==> src/rtl/core/kli_pkg.sv <==
package kli_pkg;

   // Key table geometry
   localparam int MAX_KEYS  = 64;
   localparam int KEY_IDX_W = $clog2(MAX_KEYS);
   localparam int KEY_CNT_W = $clog2(MAX_KEYS + 1);

   // Interpolation unit
   localparam int NUM_COMPS = 3;
   localparam int COMP_W    = 2;
   localparam int DIV_STEPS = 32;
   localparam int DIV_CNT_W = $clog2(DIV_STEPS);

   // Command codes
   localparam logic [1:0] CMD_CLEAR  = 2'd0;
   localparam logic [1:0] CMD_APPEND = 2'd1;
   localparam logic [1:0] CMD_QUERY  = 2'd2;

   // Result status codes
   localparam logic [1:0] STATUS_INTERP = 2'd0;
   localparam logic [1:0] STATUS_HOLD   = 2'd1;
   localparam logic [1:0] STATUS_EMPTY  = 2'd2;

   // Controller to datapath commands
   typedef struct packed {
      logic              accept;
      logic              read_first;
      logic              read_next;
      logic              load_left;
      logic              advance;
      logic              take_right;
      logic              hold;
      logic              prep;
      logic              mul;
      logic              add;
      logic              div_step;
      logic              acc;
      logic [COMP_W-1:0] comp;
      logic              publish;
   } kli_ctrl_type;

   // Datapath to controller status
   typedef struct packed {
      logic is_query;
      logic count_zero;
      logic has_next;
      logic has_next2;
      logic advance_ok;
      logic left_ge;
      logic out_free;
   } kli_stat_type;

endpackage

==> src/rtl/core/kli_ctrl.sv <==
module kli_ctrl (
   input  logic                  clock,
   input  logic                  reset,
   input  logic                  req_valid,
   output logic                  req_ready,
   input  kli_pkg::kli_stat_type stat,
   output kli_pkg::kli_ctrl_type ctrl
);
   import kli_pkg::*;

   localparam logic [3:0] ST_IDLE = 4'd0;
   localparam logic [3:0] ST_LOAD = 4'd1;
   localparam logic [3:0] ST_SCAN = 4'd2;
   localparam logic [3:0] ST_HOLD = 4'd3;
   localparam logic [3:0] ST_PREP = 4'd4;
   localparam logic [3:0] ST_MUL  = 4'd5;
   localparam logic [3:0] ST_ADD  = 4'd6;
   localparam logic [3:0] ST_DIV  = 4'd7;
   localparam logic [3:0] ST_ACC  = 4'd8;
   localparam logic [3:0] ST_DONE = 4'd9;

   logic [3:0]           state_ff, state_in;
   logic [COMP_W-1:0]    comp_ff, comp_in;
   logic [DIV_CNT_W-1:0] step_ff, step_in;

   assign req_ready = (state_ff == ST_IDLE);

   // Sequence a query through search, interpolation or hold, result
   always_comb begin
      state_in  = state_ff;
      comp_in   = comp_ff;
      step_in   = step_ff;
      ctrl      = '0;
      ctrl.comp = comp_ff;
      case (state_ff)
         ST_IDLE: begin
            if (req_valid) begin
               ctrl.accept = 1'b1;
               if (stat.is_query) begin
                  if (stat.count_zero) begin
                     state_in = ST_DONE;
                  end else begin
                     ctrl.read_first = 1'b1;
                     state_in        = ST_LOAD;
                  end
               end
            end
         end
         ST_LOAD: begin
            ctrl.load_left = 1'b1;
            if (stat.has_next) begin
               ctrl.read_next = 1'b1;
               state_in       = ST_SCAN;
            end else begin
               state_in = ST_HOLD;
            end
         end
         ST_SCAN: begin
            if (stat.advance_ok) begin
               ctrl.advance = 1'b1;
               if (stat.has_next2) begin
                  ctrl.read_next = 1'b1;
               end else begin
                  state_in = ST_HOLD;
               end
            end else begin
               ctrl.take_right = 1'b1;
               if (stat.left_ge) begin
                  state_in = ST_HOLD;
               end else begin
                  comp_in  = '0;
                  state_in = ST_PREP;
               end
            end
         end
         ST_HOLD: begin
            ctrl.hold = 1'b1;
            state_in  = ST_DONE;
         end
         ST_PREP: begin
            ctrl.prep = 1'b1;
            state_in  = ST_MUL;
         end
         ST_MUL: begin
            ctrl.mul = 1'b1;
            state_in = ST_ADD;
         end
         ST_ADD: begin
            ctrl.add = 1'b1;
            step_in  = '0;
            state_in = ST_DIV;
         end
         ST_DIV: begin
            ctrl.div_step = 1'b1;
            step_in       = step_ff + 1'b1;
            if (step_ff == DIV_CNT_W'(DIV_STEPS - 1)) begin
               state_in = ST_ACC;
            end
         end
         ST_ACC: begin
            ctrl.acc = 1'b1;
            if (comp_ff == COMP_W'(NUM_COMPS - 1)) begin
               state_in = ST_DONE;
            end else begin
               comp_in  = comp_ff + 1'b1;
               state_in = ST_PREP;
            end
         end
         ST_DONE: begin
            if (stat.out_free) begin
               ctrl.publish = 1'b1;
               state_in     = ST_IDLE;
            end
         end
         default: begin
            state_in = ST_IDLE;
         end
      endcase
   end

   always_ff @(posedge clock) begin
      if (reset) begin
         state_ff <= ST_IDLE;
         comp_ff  <= '0;
         step_ff  <= '0;
      end else begin
         state_ff <= state_in;
         comp_ff  <= comp_in;
         step_ff  <= step_in;
      end
   end

endmodule

==> config.mk <==
export PLATFORM = sky130hd
export DESIGN_NAME = kli_ctrl
export DESIGN_NICKNAME = d
export VERILOG_FILES = /design/src/rtl/core/kli_pkg.sv /design/src/rtl/core/kli_ctrl.sv
export SDC_FILE = /design/constraint.sdc
export NUM_CORES = 1
export LEC_CHECK = 0
export ABC_CLOCK_PERIOD_IN_PS = 2180
export BUFFER_PORTS_ARGS = -buffer_cell sky130_fd_sc_hd__buf_2
export CORE_AREA = 4 4 46 48
export CTS_CLUSTER_SIZE = 14
export DETAILED_ROUTE_END_ITERATION = 8
export DIE_AREA = 0 0 50 52
export GPL_TIMING_DRIVEN = 0
export PLACE_DENSITY = 0.79
export SLEW_MARGIN = 20
export SYNTH_ARGS = -nofsm -noshare
export SYNTH_HDL_FRONTEND = slang
export SYNTH_SLANG_ARGS = --single-unit
==> constraint.sdc <==
create_clock -name clock -period 2.18 [get_ports clock]
set_input_delay 0.327 -clock clock [delete_from_list [all_inputs] [get_ports clock]]
set_output_delay 0.327 -clock clock [all_outputs]
set_load 0.02 [all_outputs]
Word level (Yosys, flattened, before mapping)
Cells that the tools add are included.
{"block": "op_classes", "addsub": 2, "reduce_logical": 5, "mux": 36, "eq_ne": 19}
{"cell": "$pmux W4 S10", "n": 1}
{"cell": "$mux W4", "n": 8}
{"cell": "$mux W1", "n": 17}
{"cell": "$eq A4 B3 Y1 const B", "n": 4}
{"cell": "$mux W2", "n": 6}
{"cell": "$ne A2 B2 Y1 const B", "n": 6}
{"cell": "$pmux W5 S2", "n": 1}
{"cell": "$eq A4 B2 Y1 const B", "n": 2}
{"cell": "$eq A4 B4 Y1 const B", "n": 2}
{"cell": "$add A5 B1 Y5 const B", "n": 1}
{"cell": "$eq A5 B5 Y1 const B", "n": 1}
{"cell": "$reduce_and A5 Y1", "n": 1}
{"cell": "$eq A4 B1 Y1 const B", "n": 1}
{"cell": "$logic_not A4 Y1", "n": 1}
{"cell": "$pmux W2 S2", "n": 1}
{"cell": "$reduce_and A4 Y1", "n": 1}
{"cell": "$reduce_bool A2 Y1", "n": 2}
{"cell": "$mux W3", "n": 1}
{"cell": "$ne A3 B3 Y1 const B", "n": 1}
{"cell": "$add A2 B1 Y2 const B", "n": 1}
{"cell": "$eq A2 B2 Y1 const B", "n": 1}
{"cell": "$ne A2 B1 Y1 const B", "n": 1}
{"cell": "$pmux W1 S2", "n": 1}
{"block": "totals", "out_inout_bits": 16, "reg_bits": 11, "wordCells": 65, "input_bits": 10}

Longest topological paths before layout
Gate-level depths: netlist of the first run.
{"block": "logic_depth", "depth_word": 4, "depth_mapped": 7, "depth_no_buf": 7}

Worst setup path before layout of the first run
OpenSTA, ideal clock, no wires.
{"block": "synth_timing", "path_kind": "reg2out", "start": "register state_ff[0]", "end": "output ctrl[13] (netlist bit)", "path_slack_ns": -0.064, "t_arrival_ns": 1.917, "required_time_ns": 1.853, "path_buffers": 1, "stages_incl_launch_ff": 5, "path_cell_list": "dfxtp_1 buf_6 nor4_1 and2_1 and3b_1"}
{"item": "start: declaration", "line_no": "kli_ctrl.sv:22", "text": "logic [3:0] state_ff, state_in;"}
{"item": "start signal: assignment", "line_no": "kli_ctrl.sv:127", "text": "state_ff <= state_in;"}
{"item": "end: declaration", "line_no": "kli_ctrl.sv:7", "text": "output kli_pkg::kli_ctrl_type ctrl"}

==> results of run 1 <==
[layout make-up]
type / count / area [µm²] / area share
sequential: 11 / 220 / 0.227
buffer: 8 / 42.5 / 0.0438
inverter: 6 / 22.5 / 0.0232
clock buffer: 4 / 26.3 / 0.0271
multi-input combinational: 79 / 503 / 0.518
timing repair buffer: 25 / 125 / 0.129
tap: 25 / 31.3 / 0.0322
[stage by stage]
stage	cell area [µm²]	worst slack [ps]	power, mW	cells
floorplan	782	218	0.693	104
global placement	938	481	0.823	154
detailed placement	938	426	0.837	154
CTS	965	116	0.977	158
global route	971	59.6	1.05	158
finish	971	200	0.974	158
[placed cells by master (no fill, tap or decap), drive strengths merged, types with 2 or more instances in the layout]
cell type,n
clkbuf,7
nor2,10
nand2b,3
nor3,4
a21oi,12
nor2b,2
nor3b,2
nand2,9
or3,3
nand3,2
inv,6
buf,30
nor4,4
ha,3
and2,2
a211oi,2
o21ai,3
nor4b,3
dfxtp,11
[cells by family (layout without fill, tap and decap cells)]
group           count (synthesis)  in the layout
simple gates                   49             49
compound gates                 26             26
buf+inv                        14             43
flops                          11             11
fa+ha+maj                       3              3
mux                             1              1
[cells in the mapped netlist, types with 2 or more instances]
cell type | n | share of area
nor4b_1 | 3 | 0.034
nor4_1 | 4 | 0.032
nor2b_1 | 2 | 0.016
nand3_1 | 2 | 0.013
dfxtp_1 | 11 | 0.28
inv_1 | 6 | 0.029
ha_1 | 3 | 0.048
a211oi_1 | 2 | 0.019
o21ai_0 | 3 | 0.019
nor3b_1 | 2 | 0.019
nand2b_1 | 3 | 0.024
buf_2 | 4 | 0.026
or3_1 | 3 | 0.024
nand2_1 | 9 | 0.044
and2_1 | 2 | 0.016
a21oi_1 | 12 | 0.077
nor2_1 | 10 | 0.048
clkbuf_1 | 3 | 0.015
nor3_1 | 4 | 0.026
[state kept, by name, summed over array words and instances, names as in the netlist]
name / count
step_ff: 5
state_ff: 4
comp_ff: 2
[critical path, cell delays in order (launching register included)]
cell,delay (ps)
dfxtp_1,310
buf_2,190
clkbuf_1,370
nand2b_1,270
nor3_1,70
buf_2,180
[final timing paths]
kind / depth (start not counted) / startpoint / to
max: 5 / state_ff[3] / ctrl[7]
min: 2 / reset / state_ff[1]
max reg2reg: 7 / step_ff[0] / state_ff[3]
min reg2reg: 2 / comp_ff[1] / comp_ff[1]
[routing by layer]
layer | share of wire | track usage | vias up
li1 | - | - | 438
met3 | 0.050 | 0.0287 | 2
met1 | 0.45 | 0.185 | 379
met4 | 0.0057 | 0.0553 | 0
met5 | 0 | 0 | -
met2 | 0.49 | 0.293 | 21
[power groups by stage]
| stage | sequential, mW | clock (mW) | combinational [mW] |
|---|---|---|---|
| floorplan | 0.250 | 0 | 0.442 |
| global placement | 0.251 | 0 | 0.572 |
| detailed placement | 0.252 | 0 | 0.585 |
| CTS | 0.248 | 0.142 | 0.587 |
| global route | 0.250 | 0.148 | 0.653 |
| finish | 0.248 | 0.136 | 0.590 |
[repair_timing]
action | CTS | global route
resized for setup | 0 | 1
endpoints found under the hold margin | 0 | 0
setup endpoints to repair | 0 | 1
==> impl_metrics.tcl, run 1 <==
set metrics [dict create \
    dieHeight_um 52 \
    syn_inst 104 \
    synth_compound_area_frac 0.218 \
    fin_util 0.568 \
    yosys.area_share.adder 0.0484 \
    drv_slew 0 \
    synth-simple-area-share 0.353 \
    numCtsBuffers 3 \
    nNetsFinal 147 \
    clkTransAtPathRegs_ps 70 \
    ys_async_sr_fraction 0 \
    combPwrFrac 0.606 \
    synthesis.area_um2 776 \
    synth_fp_nets 117 \
    core-area_mm2 0.00171 \
    ant_nets 0 \
    initial_core_util 0.454 \
    grt_setup_unrepaired "no" \
    critPathKind "flip-flop to primary output" \
    timing.hold.ws_ps 332 \
    clockBufferDepth 2 \
    wl_mm 1.92 \
    synth.avg_cell_area_um2 7.46 \
    setup_viol 0 \
    grt_pass1_wl_mm 3.33 \
    synth_mux_area_frac 0.0129 \
    port_buffers 25 \
    synthXorXnorAreaFrac 0 \
    num_rows 15 \
    endpoint_kind "primary output" \
    ioPinCount 26 \
    fill_cells 171 \
    insertion_delay_ps 260 \
    setup_tns_ps 0 \
    cp_data_arrival_time_ps 1650 \
    synth_seq_area_share 0.284 \
    drtIter0Drc 8 \
    p_per_area_mw_per_mm2 1000 \
    worst_ep_required_time_ps 1850 \
    dieArea_mm2 0.00260 \
    synth_edf_count 0 \
    drt-wirelength-per-cell_um 12.2 \
    root_buffer "clkbuf_4" \
    yosysWarnings 0 \
    vdd_drop_max_mv 0.540 \
    n_antenna_cell 0 \
    gp_congestion 0.862 \
    finalHoldViolCount 0 \
    synth_ff_type "dfxtp_1" \
    tritoncts "yes" \
    syn_to_final_growth_pct 25.2 \
    cts.sinks 11 \
    worst_setup_path_start_kind "flip-flop" \
    p_sw_mw 0.443 \
    r2r_slack_ps 420 \
    p_int_mw 0.531 \
    drc_errors 0 \
    holdBufCountCts 0 \
    fin_crit_sh 0.908 \
    maxCapViolCount 0 \
    grt_antenna_before_repair 0 \
    switching_share 0.455 \
    synth_top_family_by_area "simple AND/OR/NAND/NOR gates" \
    ys_ff_latch 11 \
    critPathMaxFanout 10 \
    h-tree-depth 1 \
    overflow 0 \
    slew_headroom 0.664 \
    post_synth_num_cell_types 35 \
    power_leakage_nw 0.430 \
    finalCriticalPeriod_ps 1980 \
    drive_above_1_share 0.286 \
    status "completed" \
    seq_power_share 0.255 \
    die_x_um 50 \
    hp-class "primary input to flip-flop" \
    hpwlAfterDp_mm 1.51 \
    dr.pass1.iters 4 \
    dr_total_vias 840 \
    groute.usage.overall 0.160 \
    grt_max_degree 11 \
    fmax_mhz 505 \
    worst_slew_pin_slew_ps 499 \
    fin_worst_skew_ps 3.12 \
    cts_setup_buffers 0 \
    power_frac_clock 0.139 \
    grt_pass1_vias 805 \
    drt-vias-per-instance 5.32 \
]
Power figures use the tool's default switching activity.
==> run 2: changes to the inputs <==
--- a/config.mk
+++ b/config.mk
@@ -11,9 +11,7 @@
 export CTS_CLUSTER_SIZE = 14
 export DETAILED_ROUTE_END_ITERATION = 8
 export DIE_AREA = 0 0 50 52
-export GPL_TIMING_DRIVEN = 0
 export PLACE_DENSITY = 0.79
-export SLEW_MARGIN = 20
 export SYNTH_ARGS = -nofsm -noshare
 export SYNTH_HDL_FRONTEND = slang
 export SYNTH_SLANG_ARGS = --single-unit
==> run 2 against run 1 <==
Effect of this change: flip-flop and latch count is the same; utilization shrank 2.0 points; total power shrank 3.4%; largest cell class unchanged.
==> impl_metrics.tcl, run 2 (same netlist as run 1, synthesis figures left out) <==
set metrics [dict create \
    gp_congestion 0.869 \
    core-area_mm2 0.00171 \
    cts.sinks 11 \
    setup_tns_ps 0 \
    fin_worst_skew_ps 2.96 \
    worst_ep_required_time_ps 1850 \
    final_cell_mix "buf_2, a21oi_1, nor2_1, dfxtp_1, nand2_1" \
    maxCapViolCount 0 \
    layout_commonest_cell "buf_2" \
    worst_setup_path_start_kind "flip-flop" \
    switching_share 0.463 \
    tritoncts "yes" \
    p_sw_mw 0.436 \
    h-tree-depth 1 \
    hpwlAfterDp_mm 1.42 \
    clkTransAtPathRegs_ps 70 \
    finalHoldViolCount 0 \
    power_frac_clock 0.149 \
    n_antenna_cell 0 \
    drt-wirelength-per-cell_um 12.4 \
    slew_headroom 0.641 \
    dr_total_vias 827 \
    ant_nets 0 \
    numCtsBuffers 3 \
    grt_pass1_vias 749 \
    fin_area_um2 937 \
    power_leakage_nw 0.405 \
    top_register "step_ff" \
    drc_errors 0 \
    groute.usage.overall 0.157 \
    critPathMaxFanout 17 \
    drv_slew 0 \
    nNetsFinal 140 \
    dr.pass1.iters 4 \
    syn_to_final_growth_pct 20.8 \
    dieArea_mm2 0.00260 \
    seq_power_share 0.364 \
    die_x_um 50 \
    p_per_area_mw_per_mm2 1000 \
    worst_slew_pin_slew_ps 538 \
    grt_antenna_before_repair 0 \
    cp_slowest_cell "dfxtp_1" \
    hp-class "primary input to flip-flop" \
    critPathKind "flip-flop to primary output" \
    reg_top3 "step_ff (5), state_ff (4), comp_ff (2)" \
    p_int_mw 0.505 \
    fmax_mhz 489 \
    dieHeight_um 52 \
    status "completed" \
    fin_crit_sh 0.938 \
    combPwrFrac 0.487 \
    cp_data_arrival_time_ps 1720 \
    holdPathStages 2 \
    setup_viol 0 \
    initial_core_util 0.454 \
    finalCriticalPeriod_ps 2050 \
    root_buffer "clkbuf_4" \
    endpoint_kind "primary output" \
    largest_register_ffs 5 \
    port_buffers 25 \
    wl_mm 1.88 \
    insertion_delay_ps 270 \
    ioPinCount 26 \
    num_rows 15 \
    clockBufferDepth 2 \
    grt_max_degree 20 \
    place_area_um2 903 \
    drive_above_1_share 0.278 \
    grt_setup_unrepaired "no" \
    drt-vias-per-instance 5.48 \
    vdd_drop_max_mv 0.485 \
    overflow 0 \
    worstPathCellList "nand3b_1 -> nor2_1 -> buf_2" \
    grt_pass1_wl_mm 3.19 \
    max_stage_delay_ps 660 \
    ff2ff_path_depth 7 \
    drtIter0Drc 26 \
]
run 2: changes by cell type in the layout (fill, tap and decap cells not counted), sizes merged:
cell	change
clkbuf	-3
buf	-4
run 2: metal layers:
layer | routed length, µm | up-vias | track usage | part of all wire
li1 | - | 423 | - | -
met1 | 806 | 365 | 0.183 | 0.43
met2 | 885 | 34 | 0.261 | 0.47
met3 | 143 | 5 | 0.0372 | 0.076
met4 | 41 | 0 | 0.0922 | 0.022
met5 | 0 | - | 0 | 0
run 2: worst max-delay path, delay by kind of cell (launching register included):
| kind | cells | cell delay (ps) |
|---|---|---|
| buffers and inverters | 1 | 190 |
| flip-flops | 1 | 660 |
| AND/OR/NAND/NOR | 2 | 600 |
run 2: area by class of cell:
cell class / instances / area [µm²]
multi-input combinational: 79 / 503
inverter: 6 / 22.5
tap: 25 / 31.3
fill: 165 / 771
timing repair buffer: 26 / 133
sequential: 11 / 221
clock buffer: 4 / 26.3
run 2: through the flow:
| stage | setup WS, ps | util | instances | power (mW) | hold slack, ps |
|---|---|---|---|---|---|
| 6_report | 135 | 0.549 | 151 | 0.941 | 363 |
| 5_1_grt | 26.8 | 0.549 | 151 | 1.01 | 378 |
| 4_1_cts | 59.1 | 0.544 | 151 | 0.936 | 361 |
| 3_5_place_dp | 359 | 0.529 | 147 | 0.795 | 465 |
| 3_3_place_gp | 457 | 0.529 | 147 | 0.785 | 454 |
| 2_1_floorplan | 218 | - | 104 | 0.693 | 461 |
run 2: timing repair:
item	in CTS	in global routing
hold buffers	0	0
setup endpoints to repair	0	3
setup buffers	0	0
resized for setup	0	2
run 2: power by group through the flow:
stage | combinational [mW] | clock, mW | sequential (mW)
finish | 0.458 | 0.140 | 0.343
global route | 0.504 | 0.151 | 0.353
CTS | 0.459 | 0.144 | 0.333
detailed placement | 0.457 | 0 | 0.338
global placement | 0.450 | 0 | 0.335
floorplan | 0.442 | 0 | 0.250
run 2: worst paths after layout:
path                                   from     endpoint  slack (ps)
worst max-delay path            state_ff[2]      ctrl[5]         130
worst max register to register   step_ff[0]  state_ff[3]         390
worst min-delay path                  reset   step_ff[1]         360
worst min register to register   comp_ff[1]   comp_ff[1]         470
